## src/hw/rtl/lcdwin_pkg.sv

```systemverilog
// Shared types and constants for the LCD window pixel writer.
package lcdwin_pkg;

  localparam int unsigned COORD_BITS_DEF = 9;
  localparam int unsigned REMAIN_BITS    = 18;
  localparam int unsigned MAX_BYTES      = 11;
  localparam int unsigned BYTE_CNT_BITS  = 4;
  localparam int unsigned CFG_IDX_BITS   = 3;
  localparam int unsigned CFG_DATA_BITS  = 16;
  localparam int unsigned COLOR_BITS     = 16;

  localparam logic [BYTE_CNT_BITS-1:0] WINDOW_BYTES = BYTE_CNT_BITS'(11);
  localparam logic [BYTE_CNT_BITS-1:0] PIXEL_BYTES  = BYTE_CNT_BITS'(2);

  localparam logic [COLOR_BITS-1:0] PAL0_RST = 16'd1363;
  localparam logic [COLOR_BITS-1:0] PAL1_RST = 16'd1069;
  localparam logic [COLOR_BITS-1:0] PAL2_RST = 16'd644;
  localparam logic [COLOR_BITS-1:0] PAL3_RST = 16'd288;
  localparam logic [7:0] COL_CMD_RST   = 8'd42;
  localparam logic [7:0] PAGE_CMD_RST  = 8'd43;
  localparam logic [7:0] MEMWR_CMD_RST = 8'd44;

  typedef enum logic [CFG_IDX_BITS-1:0] {
    REG_PAL_LIGHTEST = 3'd0,
    REG_PAL_LIGHT    = 3'd1,
    REG_PAL_DARK     = 3'd2,
    REG_PAL_DARKEST  = 3'd3,
    REG_COL_CMD      = 3'd4,
    REG_PAGE_CMD     = 3'd5,
    REG_MEMWR_CMD    = 3'd6
  } cfg_reg_e;

  typedef enum logic {
    ACT_WINDOW = 1'b0,
    ACT_PIXEL  = 1'b1
  } action_e;

  // One job handed to the byte sequencer: bytes in send order, index 0 first.
  typedef struct packed {
    logic [MAX_BYTES-1:0][7:0]    bytes;
    logic [MAX_BYTES-1:0]         is_data;
    logic [BYTE_CNT_BITS-1:0]     nbytes;
    logic                         done;
  } job_t;

endpackage

```

## src/hw/rtl/lcdwin_serializer.sv

```systemverilog
// Byte sequencer: holds one job and shifts its bytes into the output register.
module lcdwin_serializer (
  input  logic              clk_i,
  input  logic              rst_ni,
  input  logic              job_valid_i,
  input  lcdwin_pkg::job_t  job_i,
  output logic              job_ready_o,
  output logic              out_valid_o,
  input  logic              out_stall_i,
  output logic [7:0]        byte_out_o,
  output logic              is_data_o,
  output logic              run_last_o,
  output logic              window_done_o
);

  logic [lcdwin_pkg::BYTE_CNT_BITS-1:0]  cnt_q, cnt_d;
  logic [lcdwin_pkg::MAX_BYTES-1:0][7:0] bytes_q, bytes_d;
  logic [lcdwin_pkg::MAX_BYTES-1:0]      dat_q, dat_d;
  logic                                  done_q, done_d;
  logic                                  out_vld_q, out_vld_d;
  logic [7:0]                            out_byte_q;
  logic                                  out_dat_q, out_last_q, out_done_q;
  logic                                  emit, load, on_last;

  assign on_last     = (cnt_q == lcdwin_pkg::BYTE_CNT_BITS'(1));
  assign emit        = (cnt_q != '0) && (!out_vld_q || !out_stall_i);
  assign job_ready_o = (cnt_q == '0) || (on_last && emit);
  assign load        = job_valid_i && job_ready_o;

  always_comb begin
    cnt_d   = cnt_q;
    bytes_d = bytes_q;
    dat_d   = dat_q;
    done_d  = done_q;
    if (emit) begin
      cnt_d   = cnt_q - lcdwin_pkg::BYTE_CNT_BITS'(1);
      bytes_d = {8'h00, bytes_q[lcdwin_pkg::MAX_BYTES-1:1]};
      dat_d   = {1'b0, dat_q[lcdwin_pkg::MAX_BYTES-1:1]};
    end
    if (load) begin
      cnt_d   = job_i.nbytes;
      bytes_d = job_i.bytes;
      dat_d   = job_i.is_data;
      done_d  = job_i.done;
    end
  end

  // Hold a stalled word; drop it once taken unless a new one arrives.
  always_comb begin
    if (emit) begin
      out_vld_d = 1'b1;
    end else if (out_stall_i) begin
      out_vld_d = out_vld_q;
    end else begin
      out_vld_d = 1'b0;
    end
  end

  always_ff @(posedge clk_i or negedge rst_ni) begin
    if (!rst_ni) begin
      cnt_q     <= '0;
      out_vld_q <= 1'b0;
    end else begin
      cnt_q     <= cnt_d;
      out_vld_q <= out_vld_d;
    end
  end

  always_ff @(posedge clk_i) begin
    bytes_q <= bytes_d;
    dat_q   <= dat_d;
    done_q  <= done_d;
    if (emit) begin
      out_byte_q <= bytes_q[0];
      out_dat_q  <= dat_q[0];
      out_last_q <= on_last;
      out_done_q <= done_q && on_last;
    end
  end

  assign out_valid_o   = out_vld_q;
  assign byte_out_o    = out_byte_q;
  assign is_data_o     = out_dat_q;
  assign run_last_o    = out_last_q;
  assign window_done_o = out_done_q;

  a_cnt_range: assert property (@(posedge clk_i) disable iff (!rst_ni)
    cnt_q <= lcdwin_pkg::BYTE_CNT_BITS'(lcdwin_pkg::MAX_BYTES))
    else $error("byte count beyond job size");

  a_load_cnt: assert property (@(posedge clk_i) disable iff (!rst_ni)
    load |=> cnt_q == $past(job_i.nbytes))
    else $error("job load lost its byte count");

  a_done_last: assert property (@(posedge clk_i) disable iff (!rst_ni)
    out_vld_q && out_done_q |-> out_last_q && out_dat_q)
    else $error("window done flag off the last data word");

endmodule

```

## src/hw/rtl/lcd_window_pixel_writer.sv

```systemverilog
// Top level of the LCD window pixel writer: input register, job builder, config registers.
// Path: an accepted item passes the input register, the sequencer's job registers and its
// output register before its first word shows. Throughput: one word per cycle out of the
// byte sequencer while the output is not stalled; a window is 11 bytes, a pixel 2 bytes.
// The next item waits in the input register while the sequencer drains the current job.
// Reset: pixel counter cleared, palette and command registers at their defaults, no words.
module lcd_window_pixel_writer #(
  parameter int unsigned COORD_BITS = lcdwin_pkg::COORD_BITS_DEF
) (
  input  logic                                 clk_i,
  input  logic                                 rst_ni,
  // item channel
  input  logic                                 in_valid_i,
  output logic                                 in_stall_o,
  input  logic                                 action_i,
  input  logic [COORD_BITS-1:0]                first_row_i,
  input  logic [COORD_BITS:0]                  row_count_i,
  input  logic [COORD_BITS-1:0]                first_column_i,
  input  logic [COORD_BITS:0]                  column_count_i,
  input  logic [1:0]                           color_index_i,
  // word channel
  output logic                                 out_valid_o,
  input  logic                                 out_stall_i,
  output logic [7:0]                           byte_out_o,
  output logic                                 is_data_o,
  output logic                                 run_last_o,
  output logic                                 window_done_o,
  // register write channel
  input  logic                                 cfg_valid_i,
  output logic                                 cfg_ready_o,
  input  logic [lcdwin_pkg::CFG_IDX_BITS-1:0]  cfg_index_i,
  input  logic [lcdwin_pkg::CFG_DATA_BITS-1:0] cfg_data_i
);

  localparam int unsigned PROD_BITS = 2 * (COORD_BITS + 1);
  localparam logic [PROD_BITS-1:0] PROD_SAT =
    PROD_BITS'({lcdwin_pkg::REMAIN_BITS{1'b1}});

  // Input register: one item parked ahead of the sequencer.
  logic                  in_vld_q;
  logic                  action_q;
  logic [COORD_BITS-1:0] first_row_q, first_column_q;
  logic [COORD_BITS:0]   row_count_q, column_count_q;
  logic [1:0]            color_index_q;

  // Pixel counter and configuration.
  logic [lcdwin_pkg::REMAIN_BITS-1:0] remain_q, remain_d;
  logic [3:0][lcdwin_pkg::COLOR_BITS-1:0] pal_q;
  logic [7:0] col_cmd_q, page_cmd_q, memwr_cmd_q;

  logic                   is_pixel, drop, xfer, job_valid, job_ready;
  lcdwin_pkg::job_t       job;
  logic [15:0]            col0, col_end, row0, row_end, code;
  logic [PROD_BITS-1:0]   prod;

  assign is_pixel = (action_q == lcdwin_pkg::ACT_PIXEL);
  // A pixel with nothing left to draw is consumed without output.
  assign drop      = is_pixel && (remain_q == '0);
  assign job_valid = in_vld_q && !drop;
  assign xfer      = in_vld_q && (drop || job_ready);
  assign in_stall_o = in_vld_q && !xfer;
  assign cfg_ready_o = 1'b1;

  always_ff @(posedge clk_i or negedge rst_ni) begin
    if (!rst_ni) begin
      in_vld_q <= 1'b0;
    end else if (!in_stall_o) begin
      in_vld_q <= in_valid_i;
    end
  end

  always_ff @(posedge clk_i) begin
    if (in_valid_i && !in_stall_o) begin
      action_q       <= action_i;
      first_row_q    <= first_row_i;
      row_count_q    <= row_count_i;
      first_column_q <= first_column_i;
      column_count_q <= column_count_i;
      color_index_q  <= color_index_i;
    end
  end

  // Window coordinates go out as 16-bit pairs; the end wraps modulo 2^16.
  assign col0    = 16'(first_column_q);
  assign col_end = col0 + 16'(column_count_q) - 16'd1;
  assign row0    = 16'(first_row_q);
  assign row_end = row0 + 16'(row_count_q) - 16'd1;
  assign prod    = PROD_BITS'(row_count_q) * PROD_BITS'(column_count_q);

  always_comb begin
    case (color_index_q)
      2'd0:    code = pal_q[0];
      2'd1:    code = pal_q[1];
      2'd2:    code = pal_q[2];
      2'd3:    code = pal_q[3];
      default: code = pal_q[0];
    endcase
  end

  // Build the job: the full window header, or the two color bytes.
  always_comb begin
    job = '0;
    if (is_pixel) begin
      job.bytes[0]   = code[15:8];
      job.bytes[1]   = code[7:0];
      job.is_data[1:0] = 2'b11;
      job.nbytes     = lcdwin_pkg::PIXEL_BYTES;
      job.done       = (remain_q == lcdwin_pkg::REMAIN_BITS'(1));
    end else begin
      job.bytes[0]   = col_cmd_q;
      job.bytes[1]   = col0[15:8];
      job.bytes[2]   = col0[7:0];
      job.bytes[3]   = col_end[15:8];
      job.bytes[4]   = col_end[7:0];
      job.bytes[5]   = page_cmd_q;
      job.bytes[6]   = row0[15:8];
      job.bytes[7]   = row0[7:0];
      job.bytes[8]   = row_end[15:8];
      job.bytes[9]   = row_end[7:0];
      job.bytes[10]  = memwr_cmd_q;
      job.is_data    = 11'b01111011110;
      job.nbytes     = lcdwin_pkg::WINDOW_BYTES;
      job.done       = 1'b0;
    end
  end

  // Load the counter on a window (saturating), decrement on each drawn pixel.
  always_comb begin
    remain_d = remain_q;
    if (xfer) begin
      if (!is_pixel) begin
        remain_d = (prod > PROD_SAT) ? '1 : lcdwin_pkg::REMAIN_BITS'(prod);
      end else if (!drop) begin
        remain_d = remain_q - lcdwin_pkg::REMAIN_BITS'(1);
      end
    end
  end

  always_ff @(posedge clk_i or negedge rst_ni) begin
    if (!rst_ni) begin
      remain_q    <= '0;
      pal_q[0]    <= lcdwin_pkg::PAL0_RST;
      pal_q[1]    <= lcdwin_pkg::PAL1_RST;
      pal_q[2]    <= lcdwin_pkg::PAL2_RST;
      pal_q[3]    <= lcdwin_pkg::PAL3_RST;
      col_cmd_q   <= lcdwin_pkg::COL_CMD_RST;
      page_cmd_q  <= lcdwin_pkg::PAGE_CMD_RST;
      memwr_cmd_q <= lcdwin_pkg::MEMWR_CMD_RST;
    end else begin
      remain_q <= remain_d;
      if (cfg_valid_i && cfg_ready_o) begin
        case (cfg_index_i)
          lcdwin_pkg::REG_PAL_LIGHTEST: pal_q[0]    <= cfg_data_i;
          lcdwin_pkg::REG_PAL_LIGHT:    pal_q[1]    <= cfg_data_i;
          lcdwin_pkg::REG_PAL_DARK:     pal_q[2]    <= cfg_data_i;
          lcdwin_pkg::REG_PAL_DARKEST:  pal_q[3]    <= cfg_data_i;
          lcdwin_pkg::REG_COL_CMD:      col_cmd_q   <= cfg_data_i[7:0];
          lcdwin_pkg::REG_PAGE_CMD:     page_cmd_q  <= cfg_data_i[7:0];
          lcdwin_pkg::REG_MEMWR_CMD:    memwr_cmd_q <= cfg_data_i[7:0];
          default: ;
        endcase
      end
    end
  end

  lcdwin_serializer u_serializer (
    .clk_i         (clk_i),
    .rst_ni        (rst_ni),
    .job_valid_i   (job_valid),
    .job_i         (job),
    .job_ready_o   (job_ready),
    .out_valid_o   (out_valid_o),
    .out_stall_i   (out_stall_i),
    .byte_out_o    (byte_out_o),
    .is_data_o     (is_data_o),
    .run_last_o    (run_last_o),
    .window_done_o (window_done_o)
  );

  a_park_hold: assert property (@(posedge clk_i) disable iff (!rst_ni)
    in_vld_q && !xfer |=> in_vld_q && $stable(action_q))
    else $error("parked item lost before hand-off");

  a_pixel_count: assert property (@(posedge clk_i) disable iff (!rst_ni)
    xfer && is_pixel && !drop |=>
      remain_q == lcdwin_pkg::REMAIN_BITS'($past(remain_q) - 1'b1))
    else $error("pixel counter did not step");

  a_empty_window: assert property (@(posedge clk_i) disable iff (!rst_ni)
    xfer && !is_pixel && (column_count_q == '0) |=> remain_q == '0)
    else $error("zero-width window left pixels pending");

endmodule
```

## config.mk

```make
export PLATFORM = sky130hd
export DESIGN_NAME = lcd_window_pixel_writer
export DESIGN_NICKNAME = d
export VERILOG_FILES = /design/src/hw/rtl/lcdwin_pkg.sv /design/src/hw/rtl/lcdwin_serializer.sv /design/src/hw/rtl/lcd_window_pixel_writer.sv
export SDC_FILE = /design/constraint.sdc
export NUM_CORES = 1
export LEC_CHECK = 0
export BUFFER_PORTS_ARGS = -buffer_cell sky130_fd_sc_hd__buf_2
export CORE_MARGIN = 2
export CORE_UTILIZATION = 48
export CTS_CLUSTER_SIZE = 8
export DETAILED_ROUTE_END_ITERATION = 10
export GPL_TIMING_DRIVEN = 0
export PLACE_DENSITY = 0.67
export SLEW_MARGIN = 5
export SYNTH_ARGS = -nofsm -noshare
export SYNTH_HDL_FRONTEND = slang
export SYNTH_SLANG_ARGS = --single-unit
```

## constraint.sdc

```tcl
create_clock -name clk_i -period 5 [get_ports clk_i]
set_input_delay 0.5 -clock clk_i [delete_from_list [all_inputs] [get_ports clk_i]]
set_output_delay 0.5 -clock clk_i [all_outputs]
set_load 0.05 [all_outputs]
```

# [After elaboration in Yosys (flattened, before gate mapping)]
# Cells that the tools add are included.
[op_classes] addsub=6 mul=1 order_cmp=1 n_eq_ne=13 n_mux=16 reduce_logical=31
[ops] operator="$mux 88" n=2
[ops] operator="$mux 72" n=1
[ops] operator="$pmux 16 s4" n=1
[ops] operator="$mux 18" n=3
[ops] operator="$sub 11x1->12 const B" n=2
[ops] operator="$add 9x10->11" n=2
[ops] operator="$mux 11" n=2
[ops] operator="$gt 20x18->1 const B" n=1
[ops] operator="$mul 10x10->20" n=1
[ops] operator="$eq 18x1->1 const B" n=1
[ops] operator="$logic_not 18->1" n=1
[ops] operator="$sub 18x1->18 const B" n=1
[ops] operator="$mux 16" n=1
[ops] operator="$reduce_and 2->1" n=8
[ops] operator="$eq 3x3->1 const B" n=3
[ops] operator="$logic_and 1x1->1" n=9
[ops] operator="$mux 4" n=2
[ops] operator="$mux 8" n=1
[ops] operator="$eq 3x2->1 const B" n=2
[ops] operator="$mux 6" n=1
[ops] operator="$logic_not 1->1" n=5
[ops] operator="$eq 2x2->1 const B" n=2
[ops] operator="$eq 4x1->1 const B" n=1
[ops] operator="$logic_not 4->1" n=1
[ops] operator="11 further kinds" n=14
[totals] regBits=264 wordCells=102

# [Logic depth before layout (Yosys ltp)]
# Gate-level depths: netlist of run 1.
[depth] ltp_word=11 ltp_mapped=21 mapped_depth_nobuf=19

# [Cells and area by module]
# From an unflattened synthesis of run 1, not the netlist that was laid out.
[unflattened] hier_cells=1291 area_unflattened_um2=16015.4
[modules_own_cells] mod="lcd_window_pixel_writer" instances=1 cells_each=1028 area_each_um2=10940.5 seq_area_each_um2=3941.3
[modules_own_cells] mod="lcdwin_serializer" instances=1 cells_each=263 area_each_um2=5074.9 seq_area_each_um2=3458.3

# [Worst setup path before layout of run 1]
# No wires, ideal clock.
[synth_timing] path_type="register -> register" start="register column_count_q[3]" end="register remain_q[17] (netlist bit)" setup_ps=104 t_arrival_ps=5027 required_time_ps=4896 slack_ps=-131 path_stages_with_launch=21 period_less_slack_ps=5131 path_cell_list="edfxtp_1 clkbuf_1 nand2_1 fa_1 inv_1 fa_1 inv_1 fa_1 inv_1 fa_1 inv_1 fa_1 inv_1 ha_1 a21oi_1 o21ai_0 and3_1 a211oi_1 a31oi_1 xnor2_1 a221oi_1"
[synth_between] elab_chain_len=4
[synth_lines] item="start, declared" line="lcd_window_pixel_writer.sv:43" text="logic [COORD_BITS:0] row_count_q, column_count_q;"
[synth_lines] item="start signal, assigned" line="lcd_window_pixel_writer.sv:78" text="column_count_q <= column_count_i;"
[synth_lines] item="$mul 10x10->20 (*)" line="lcd_window_pixel_writer.sv:88" text="assign prod = PROD_BITS'(row_count_q) * PROD_BITS'(column_count_q);"
[synth_lines] item="$gt 20x18->1" line="lcd_window_pixel_writer.sv:132" text="remain_d = (prod > PROD_SAT) ? '1 : lcdwin_pkg::REMAIN_BITS'(prod);"
[synth_lines] item="$mux 18 (*)" line="lcd_window_pixel_writer.sv:132"
[synth_lines] item="$mux 18 (*)" line="lcd_window_pixel_writer.sv:131" text="if (!is_pixel) begin"
[synth_lines] item="end signal, assigned" line="lcd_window_pixel_writer.sv:150" text="remain_q <= remain_d;"
[synth_lines] item="end, declared" line="lcd_window_pixel_writer.sv:47" text="logic [lcdwin_pkg::REMAIN_BITS-1:0] remain_q, remain_d;"
# Mark *: on every way between the ends. The rest lies on a longest branch, timed or not.
# A chain may end at the register's enable or synchronous reset.

# [Worst setup path in the final report of run 1]
[layout_timing] start="register row_count_q[6]" end="register remain_q[12] (netlist bit)"
[layout_between] elab_chain_len=4
[layout_lines] item="start, declared" line="lcd_window_pixel_writer.sv:43"
[layout_lines] item="start signal, assigned" line="lcd_window_pixel_writer.sv:76" text="row_count_q <= row_count_i;"
[layout_lines] item="$mul 10x10->20 (*)" line="lcd_window_pixel_writer.sv:88"
[layout_lines] item="$gt 20x18->1" line="lcd_window_pixel_writer.sv:132"
[layout_lines] item="$mux 18 (*)" line="lcd_window_pixel_writer.sv:132"
[layout_lines] item="$mux 18 (*)" line="lcd_window_pixel_writer.sv:131"
# Marked as above.

==> results of run 1 <==
-- final timing paths --
path,from,end,slack [ns]
hold / removal,first_column_i[4],first_column_q[4]$_DFFE_PP_,0.15
max in group asynchronous,rst_ni,pal_q[41]$_DFFE_PN1P_,3.75
min in group asynchronous,rst_ni,memwr_cmd_q[0]$_DFFE_PN0P_,0.51
hold reg to reg,u_serializer.bytes_q[3]$_DFFE_PP_,u_serializer.byte_out_o[3]$_DFFE_PP_,0.40
setup reg to reg,row_count_q[6]$_DFFE_PP_,remain_q[12]$_DFFE_PN0P_,-0.14
setup / recovery,row_count_q[6]$_DFFE_PP_,remain_q[12]$_DFFE_PN0P_,-0.14
-- layout make-up --
cell class / instances / area, um^2
Fill cell: 2589 / 13300
Inverter: 144 / 598
Sequential cell: 263 / 7370
Clock inverter: 2 / 28.8
Multi-Input combinational cell: 874 / 7620
Buffer: 48 / 256
Timing Repair Buffer: 120 / 798
Tap cell: 402 / 503
Clock buffer: 64 / 1070
-- logic make-up (layout without fill, tap and decap cells) --
logic type	Yosys count	after routing	share of synthesized area, %
AND/OR/NAND/NOR	370	370	11.0
flip-flops	263	263	48.0
buffers and inverters	193	378	4.96
AO/OA/AOI/OAI	187	187	7.86
adder cells (fa/ha/maj)	164	164	16.5
multiplexers	116	116	9.58
XOR/XNOR	36	36	2.05
other	1	1	0.0244
-- registers in the layout, indices dropped and copies added (netlist names), 2 cells and up --
name / cells
u_serializer.bytes_q: 88
pal_q: 64
remain_q: 18
column_count_q: 10
row_count_q: 10
u_serializer.dat_q: 10
first_column_q: 9
first_row_q: 9
col_cmd_q: 8
memwr_cmd_q: 8
page_cmd_q: 8
u_serializer.byte_out_o: 8
u_serializer.cnt_q: 4
color_index_q: 2
-- metrics by stage --
step | area [um^2] | setup WS [ns]
after global placement | 16200 | -0.918
after CTS | 18000 | -0.0938
final | 18200 | -0.143
after detailed placement | 16300 | -0.937
after global routing | 18200 | -0.342
after floorplan | 15400 | -0.00763
-- worst reg2reg max path, cell delays in order (launching register included) --
cell and delay [ns]:
edfxtp_1 0.47, buf_4 0.19, inv_2 0.13, nor2_1 0.09
fa_1 0.49, fa_1 0.59, fa_1 0.45, fa_1 0.53
ha_1 0.33, ha_2 0.40, nand4_1 0.19, nand4_1 0.15
nand2_1 0.07, nor4b_2 0.35, buf_4 0.18, nor3_4 0.04
buf_12 0.16, a221oi_2 0.23
-- per-layer routing --
layer / global-route usage [%] / up-vias / share of wire [%]
met1: 32.0 / 5153 / 47
met3: 3.40 / 54 / 5.6
met2: 34.6 / 278 / 46
met5: 0 / - / 0
li1: - / 4943 / -
met4: 6.11 / 0 / 2.3
-- placed cells by master, fill, tap and decap left out, types with 14 or more instances in the layout --
cell,instances
a21o_1,23
a21oi_1,30
and2_1,21
buf_2,87
buf_4,38
clkbuf_1,49
clkbuf_16,39
dfrtp_1,86
dfstp_2,26
edfxtp_1,151
fa_1,61
ha_1,86
inv_1,119
mux2_2,88
mux4_2,16
nand2_1,148
nand3_1,25
nor2_1,98
o21ai_0,34
o31ai_1,27
xnor2_1,21
xor2_1,14
-- what timing repair did --
| action | 4_1_cts | 5_1_grt |
|---|---|---|
| pin swaps | 34 | 22 |
| gates resized for setup | 71 | 40 |
| hold endpoints to repair | 44 | 0 |
| setup endpoints to repair | 18 | 18 |
| setup buffers | 31 | 11 |
| hold buffers | 1 | 0 |
| gates cloned | 1 | 0 |
==> metrics, run 1 <==
outcome=complete, but fails checks; failing checks=negative setup slack; die height=183 um; fin util=around 58%; Critical path buffers and inverters=4; DPL Wire Length=25600 um; Least-Margin Pin Slew=1.25 ns; Initial Util=48.7%; post-route clock period utilization=103%; Post-synth EDFFs=151; critical path type=flop to flop; Num CTS Buffers=38; Worst Path Arrival=5.57 ns; WHS=roughly 0.15 ns; post-synth top area cell=edfxtp_1; Tot GR Track Use=22.0%; Congestion Overflow GR=0; RSZ-0062 raised after global routing=yes; Commonest cells post-synth=nand2_1, edfxtp_1, inv_1; diode count=0; Critical Path Stages=17; Achievable Freq=~200 MHz; area delta synth->final=18.8%; YS warnings=0; crit path max fanout=7; Hold WC Path Type=primary input to flop; R2R cell count=17; Crit-path slowest cell=fa_1; Data required, critical path=5.43 ns; vias in the first global route=between 10000 and 15000; Post-Syn Nets=~1600; DRT iter0 DRCs=528; family with the most delay on the worst path=adder cells; most common cell in the netlist=nand2_1; CTS Buffer Depth=3; worst rel slew slack=16.8%; Top FF cell, synth=edfxtp_1; Cell Rows=65; Clock Sinks=263; Setup crit end kind=flop; layout cell share with drive strength beyond 1=26.4%; WL/cell=18.9 um; Non-Filler Instances=roughly 1900; RD Place Congestion=0.852; die footprint=about 0.033 mm^2; Startpoint Class=flop; drt pass-1 iters=5; CTS H-Tree Depth=2; root buffer cell=clkbuf_16; first-pass GRT wire length=57000 um; sequential element share of the synthesized area=48.0%; Fin Clk Skew=0.0227 ns; top cells by area, synth=edfxtp_1, dfrtp_1, fa_1; largest net degree at the start of global routing=70; Layout Nets=1718; crit-path cells=buf_4, inv_2, nor2_1, fa_1, fa_1, fa_1, fa_1, ha_1, ha_2, nand4_1, nand4_1, nand2_1, nor4b_2, buf_4, nor3_4, buf_12, a221oi_2; Crit path top cell by count=fa_1; DR DRC count=0; wirelength, routed=36200 um; Slew Limit Fails=0; Seq cells post-synth=around 260; Worst-Skew Late Latency=0.53 ns; Cell Area, Synth=0.0154 mm^2; top-area cell type share of the netlist area=29.5%; CP max stage delay=0.59 ns; drt via density=about 5.4; core region area=~0.032 mm^2; dpl cells=1810; I/O pin count=79; setup ws final=-0.143 ns; initial antenna violation count=1; Vias=10400; Distinct cells, synth=58; Die Wd=roughly 180 um; mean post-synth cell area=roughly 12 um^2; I/O Buffers=75; Hold Path Depth=1; min Tclk post-route=a little over 5 ns; FFs w/ async S/R, synth=42.6%; final-report hold violation count=0; CTS tree=yes; Final setup viols=16; MaxCap Viol Count=0; TNS Setup=-0.965 ns; CTS clock-pin slew for the worst setup and hold paths=0.05 ns; ANT nets after route=0; Gate Count Post-Synth=1330
Power of run 1 is left out: the tool's default activity adds up to more than one toggle a clock period on the data nets, which glitch-free logic cannot reach.
==> inputs of run 2 (changes only) <==
- ABC_AREA: not set -> 1
- CAP_MARGIN: not set -> 20
==> run 2 against run 1 <==
  * The run now ends clean
  * Synthesized cell count increased by 28%
  * Non-clock buffer count rose by 14
  * Global-route usage grew 1.2 points
  * Synthesized area rose by 1.9%
  * Sequential share of layout area down 0.83 points
  * Die area rose by 1.9%
  * Final cell count rose by 21%
  * Clock skew increased by 0.0021 ns
  * Via count grew 17%
  * Highest routed layer unchanged
==> metrics, run 2 <==
first-pass GRT wire length=61400 um (was 57000 um); biggest regs=u_serializer.bytes_q x88, pal_q x64, remain_q x18 (unchanged); CTS clock-pin slew for the worst setup and hold paths=0.06 ns (was 0.05 ns); Hold WC Path Type=primary input to flop (unchanged); DR DRC count=0 (unchanged); Worst Path Arrival=5.37 ns (was 5.57 ns); sequential element share of the synthesized area=47.1% (was 48.0%); top cells by area, synth=edfxtp_1, dfrtp_1, nand2_1 (was edfxtp_1, dfrtp_1, fa_1); FF-to-FF setup slack=0.05 ns (was -0.14 ns); core region area=0.0323 mm^2 (was 0.0316 mm^2); DPL Wire Length=27700 um (was 25600 um); mean post-synth cell area=9.23 um^2 (was 11.5 um^2); CP startpoint=column_count_q[1]$_DFFE_PP_ (was row_count_q[6]$_DFFE_PP_); RSZ-0062 raised after global routing=yes (unchanged); register with the most flip-flops=u_serializer.bytes_q (unchanged); Congestion Overflow GR=0 (unchanged); Layout Nets=2084 (was 1718); Slew Limit Fails=0 (unchanged); Area after DPL=0.0167 mm^2 (was 0.0163 mm^2); WHS=0.133 ns (was 0.149 ns); drt pass-1 iters=5 (unchanged); Fin Clk Skew=0.0249 ns (was 0.0227 ns); layout cell share with drive strength beyond 1=17.0% (was 26.4%); R2R cell count=23 (was 17); Commonest cells post-synth=nand2_1, inv_1, edfxtp_1 (was nand2_1, edfxtp_1, inv_1); MaxCap Viol Count=0 (unchanged); area delta synth->final=18.9% (was 18.8%); I/O pin count=79 (unchanged); dpl cells=2218 (was 1810); critical path type=flop to flop (unchanged); Achievable Freq=202 MHz (was 194 MHz); die footprint=0.0341 mm^2 (was 0.0334 mm^2); Num CTS Buffers=39 (was 38); ANT nets after route=0 (unchanged); Initial Util=48.5% (was 48.7%); worst rel slew slack=48.0% (was 16.8%); final-report hold violation count=0 (unchanged); initial antenna violation count=0 (was 1); outcome=finished, final reports clean (was complete, but fails checks); I/O Buffers=77 (was 75); max FFs per register=88 (unchanged); CTS H-Tree Depth=2 (unchanged); wirelength, routed=39700 um (was 36200 um); Final setup viols=0 (was 16); Clock Sinks=263 (unchanged); YS warnings=0 (unchanged); top-area cell type share of the netlist area=29.0% (was 29.5%); root buffer cell=clkbuf_16 (unchanged); Post-Syn Nets=1925 (was 1559); most common cell in the netlist=nand2_1 (unchanged); vias in the first global route=11900 (was 10600); WL/cell=17.1 um (was 18.9 um); most used cells in the layout excluding fill and tap cells=nand2_1, inv_1, edfxtp_1, o21ai_0, ha_1 (was edfxtp_1, nand2_1, inv_1, nor2_1, mux2_2); Die Wd=185 um (was 183 um); CTS tree=yes (unchanged); drt via density=5.23 (was 5.44); RD Place Congestion=0.884 (was 0.852); worst r2r src=column_count_q[1]$_DFFE_PP_ (was row_count_q[6]$_DFFE_PP_); end of the critical path=remain_q[16]$_DFFE_PN0P_ (was remain_q[12]$_DFFE_PN0P_); die height=185 um (was 183 um); Seq cells post-synth=263 (unchanged); TNS Setup=0 ns (was -0.965 ns); fin area=0.0186 mm^2 (was 0.0182 mm^2); FFs w/ async S/R, synth=42.6% (unchanged); Distinct cells, synth=43 (was 58); post-route clock period utilization=98.9% (was 103%); Data required, critical path=5.43 ns (about the same); Startpoint Class=flop (unchanged); min Tclk post-route=4.95 ns (was 5.14 ns); Worst-Skew Late Latency=0.54 ns (was 0.53 ns); largest net degree at the start of global routing=69 (was 70); Setup crit end kind=flop (unchanged); most common cell after layout, fill and taps aside=nand2_1 (was edfxtp_1); Non-Filler Instances=2327 (was 1917); diode count=0 (unchanged); post-synth top area cell=edfxtp_1 (unchanged); Post-synth EDFFs=151 (unchanged); Vias=12200 (was 10400); DRT iter0 DRCs=908 (was 528); Tot GR Track Use=23.2% (was 22.0%); crit path max fanout=5 (was 7); CTS Buffer Depth=3 (unchanged); Gate Count Post-Synth=1696 (was 1330); Cell Rows=66 (was 65); Top FF cell, synth=edfxtp_1 (unchanged); Least-Margin Pin Slew=0.771 ns (was 1.25 ns); Cell Area, Synth=0.0157 mm^2 (was 0.0154 mm^2); Critical R2R Capture=remain_q[16]$_DFFE_PN0P_ (was remain_q[12]$_DFFE_PN0P_)
-- run 2: worst max-delay path, cell delays in order (launching register included) --
cell and delay (ns):
edfxtp_1 0.50, nand2_1 0.12, fa_1 0.51, inv_1 0.06, fa_1 0.56, inv_2 0.05, fa_1 0.48, inv_1 0.06
fa_1 0.50, inv_1 0.05, fa_1 0.48, inv_2 0.05, ha_4 0.31, nand2_4 0.06, nor3_2 0.11, nand2_1 0.09
nand2_2 0.14, nand2_2 0.07, nand2_1 0.07, nand2_2 0.06, nand2_4 0.14, nand4_1 0.16, nor2_1 0.14, nor2_1 0.05
-- run 2: cell families after synthesis --
group | Yosys count | synth area share [%]
adder cells (fa/ha/maj) | 164 | 16.2
XOR/XNOR | 31 | 1.73
flip-flops | 263 | 47.1
buffers and inverters | 364 | 9.25
AO/OA/AOI/OAI | 267 | 10.1
other | 1 | 0.0240
AND/OR/NAND/NOR | 606 | 15.6
-- run 2: worst min path at each step --
stage,from,end,slack [ns],depth (start not counted)
detailed placement,u_serializer.bytes_q[3]$_DFFE_PP_,u_serializer.byte_out_o[3]$_DFFE_PP_,0.40,0
global route,row_count_i[9],row_count_q[9]$_DFFE_PP_,0.12,1
floorplan,rst_ni,col_cmd_q[0]$_DFFE_PN0P_,0.20,0
finish,column_count_i[1],column_count_q[1]$_DFFE_PP_,0.13,1
global placement,u_serializer.bytes_q[3]$_DFFE_PP_,u_serializer.byte_out_o[3]$_DFFE_PP_,0.41,0
CTS,column_count_i[1],column_count_q[1]$_DFFE_PP_,0.12,1
-- run 2: cell type report --
class	count	area, um^2
buffer	59	428
clock buffer	67	1090
clock inverter	4	38.8
fill	2760	13700
inverter	300	1130
multi-input combinational	1069	7180
sequential	263	7370
tap	442	553
timing repair buffer	123	823
-- run 2: per-stage QoR --
step                      worst slack [ns]  utilization, %
after CTS                         0.000731            56.1
after detailed placement            -0.799            51.7
after floorplan                     0.0212               -
final                               0.0542            57.7
after global placement              -0.745            51.4
after global routing                -0.191            57.7
-- run 2: timing repair --
action                                  in CTS  in global routing
gates resized for setup                     51                 83
hold buffers                                 1                  0
setup buffers                               17                 25
hold endpoints to repair                    35                  0
endpoints found under the setup margin      18                 18
pin swaps                                    2                 34
cloned                                       0                  0
-- run 2: metal layers --
metal  vias up  routed length, um  track usage, %
met5         -                  0               0
met4         0               1010            6.98
met3        80               2340            3.48
met2       373              19000            38.4
met1      5962              17300            31.7
li1       5761                  -               -
Power of run 2 is left out for the same reason.
==> inputs of run 3 (changes only) <==
- PLACE_DENSITY: 0.67 -> not set
- PLACE_DENSITY_LB_ADDON: not set -> 0.3
==> run 3 against run 2 <==
  * Final cell count down 0.39%
  * Sequential share of layout area is 0.37 points higher
  * Non-clock buffer count decreased by 6
  * Critical path depth unchanged
  * Via count decreased by 2.0%
  * Clock skew decreased by 0.0087 ns
  * Setup slack lost 0.022 ns
  * Worst hold slack improved by 0.0032 ns
  * Routed wire length down 2.3%
  * Critical path type unchanged
  * Largest cell class unchanged
==> metrics, run 3 (same netlist as run 2, synthesis figures left out) <==
outcome=finished, final reports clean (unchanged); drt pass-1 iters=5 (unchanged); largest net degree at the start of global routing=58 (was 69); Least-Margin Pin Slew=0.739 ns (was 0.771 ns); first-pass GRT wire length=60400 um (was 61400 um); DRT iter0 DRCs=980 (was 908); Congestion Overflow GR=0 (unchanged); Fin Clk Skew=0.0162 ns (was 0.0249 ns); die footprint=0.0341 mm^2 (unchanged); CTS H-Tree Depth=2 (unchanged); Slew Limit Fails=0 (unchanged); Achievable Freq=201 MHz (was 202 MHz); vias in the first global route=11700 (was 11900); most used cells in the layout excluding fill and tap cells=nand2_1, inv_1, edfxtp_1, o21ai_0, ha_1 (unchanged); drt via density=5.15 (was 5.23); register with the most flip-flops=u_serializer.bytes_q (unchanged); final-report hold violation count=0 (unchanged); MaxCap Viol Count=0 (unchanged); Worst Path Arrival=5.39 ns (was 5.37 ns); layout cell share with drive strength beyond 1=16.2% (was 17.0%); core region area=0.0323 mm^2 (unchanged); Hold WC Path Type=primary input to flop (unchanged); TNS Setup=0 ns (unchanged); Initial Util=48.5% (unchanged); WHS=0.136 ns (was 0.133 ns); diode count=0 (unchanged); CTS tree=yes (unchanged); DPL Wire Length=27700 um (about the same); Vias=11900 (was 12200); DR DRC count=0 (unchanged); Data required, critical path=5.42 ns (was 5.43 ns); Tot GR Track Use=23.0% (was 23.2%); critical path type=flop to flop (unchanged); RSZ-0062 raised after global routing=yes (unchanged); WL/cell=16.7 um (was 17.1 um); Final setup viols=0 (unchanged); min Tclk post-route=4.97 ns (was 4.95 ns); post-route clock period utilization=99.4% (was 98.9%); DP Worst Slack=-0.816 ns (was -0.799 ns); Clock Sinks=263 (unchanged); ANT nets after route=0 (unchanged); CTS clock-pin slew for the worst setup and hold paths=0.05 ns (was 0.06 ns); Die Wd=185 um (unchanged); max FFs per register=88 (unchanged); die height=185 um (unchanged); setup ws final=0.0323 ns (was 0.0542 ns); wirelength, routed=38800 um (was 39700 um); worst rel slew slack=50.1% (was 48.0%); RD Place Congestion=0.904 (was 0.884); initial antenna violation count=0 (unchanged); Startpoint Class=flop (unchanged); most common cell after layout, fill and taps aside=nand2_1 (unchanged); Cell Rows=66 (unchanged); crit path max fanout=7 (was 5); Layout Nets=2078 (was 2084); area delta synth->final=17.9% (was 18.9%); Setup crit end kind=flop (unchanged); root buffer cell=clkbuf_16 (unchanged); I/O Buffers=77 (unchanged); CTS Buffer Depth=3 (unchanged); I/O pin count=79 (unchanged); biggest regs=u_serializer.bytes_q x88, pal_q x64, remain_q x18 (unchanged); Num CTS Buffers=39 (unchanged); Worst-Skew Late Latency=0.54 ns (about the same)
[run 3: area by class of cell]
type                            count  area (um^2)
Inverter                          300         1130
Multi-Input combinational cell   1069         7090
Timing Repair Buffer              117          762
Fill cell                        2806        13800
Buffer                             59          414
Sequential cell                   263         7370
Clock buffer                       63         1070
Clock inverter                      5         65.1
Tap cell                          442          553
[run 3: what timing repair did]
item / 4_1_cts / 5_1_grt
gates resized for setup: 45 / 71
buffers inserted: 12 / 24
setup endpoints to repair: 18 / 18
cloned: 0 / 0
hold endpoints to repair: 36 / 0
hold buffers: 1 / 0
pin swaps: 4 / 26
[run 3: final timing paths]
| path | startpoint | endpoint | slack (ns) | depth (start not counted) |
|---|---|---|---|---|
| setup / recovery | row_count_q[5]$_DFFE_PP_ | remain_q[17]$_DFFE_PN0P_ | 0.03 | 23 |
| hold / removal | first_column_i[5] | first_column_q[5]$_DFFE_PP_ | 0.14 | 1 |
| setup reg to reg | row_count_q[5]$_DFFE_PP_ | remain_q[17]$_DFFE_PN0P_ | 0.03 | 23 |
| hold reg to reg | u_serializer.bytes_q[0]$_DFFE_PP_ | u_serializer.byte_out_o[0]$_DFFE_PP_ | 0.42 | 0 |
| max in group asynchronous | rst_ni | col_cmd_q[1]$_DFFE_PN1P_ | 3.78 | 3 |
| min in group asynchronous | rst_ni | pal_q[58]$_DFFE_PN0P_ | 0.49 | 2 |
[run 3: metal layers]
metal	vias to the layer above	global-route usage [%]	part of all wire, %
met1	5756	31.1	43
met5	-	0	0
met2	346	38.2	48
met4	0	6.62	2.4
li1	5756	-	-
met3	74	3.81	6.0
[run 3: per-stage QoR]
step / util, % / instances / instance area [um^2]
5_1_grt: 57.1 / 2318 / 18500
6_report: 57.1 / 2318 / 18500
4_1_cts: 55.9 / 2295 / 18000
3_5_place_dp: 51.7 / 2218 / 16700
2_1_floorplan: - / 1696 / 15700
3_3_place_gp: 51.4 / 2215 / 16600
[run 3: critical path, cell delays in order, from the launching register on]
cell	delay (ns)
edfxtp_1	0.41
buf_8	0.16
buf_6	0.12
nand2_4	0.05
fa_1	0.43
fa_1	0.55
inv_2	0.05
fa_1	0.49
fa_1	0.53
inv_2	0.04
fa_1	0.51
inv_2	0.05
ha_4	0.29
nand2_2	0.06
nor3_2	0.12
nand2_1	0.11
nand2_2	0.12
nand2_2	0.07
nand2_2	0.07
nand2_2	0.06
nand2_4	0.14
nand4_1	0.17
nor2_1	0.19
nor2_1	0.06
Power of run 3 is left out for the same reason.
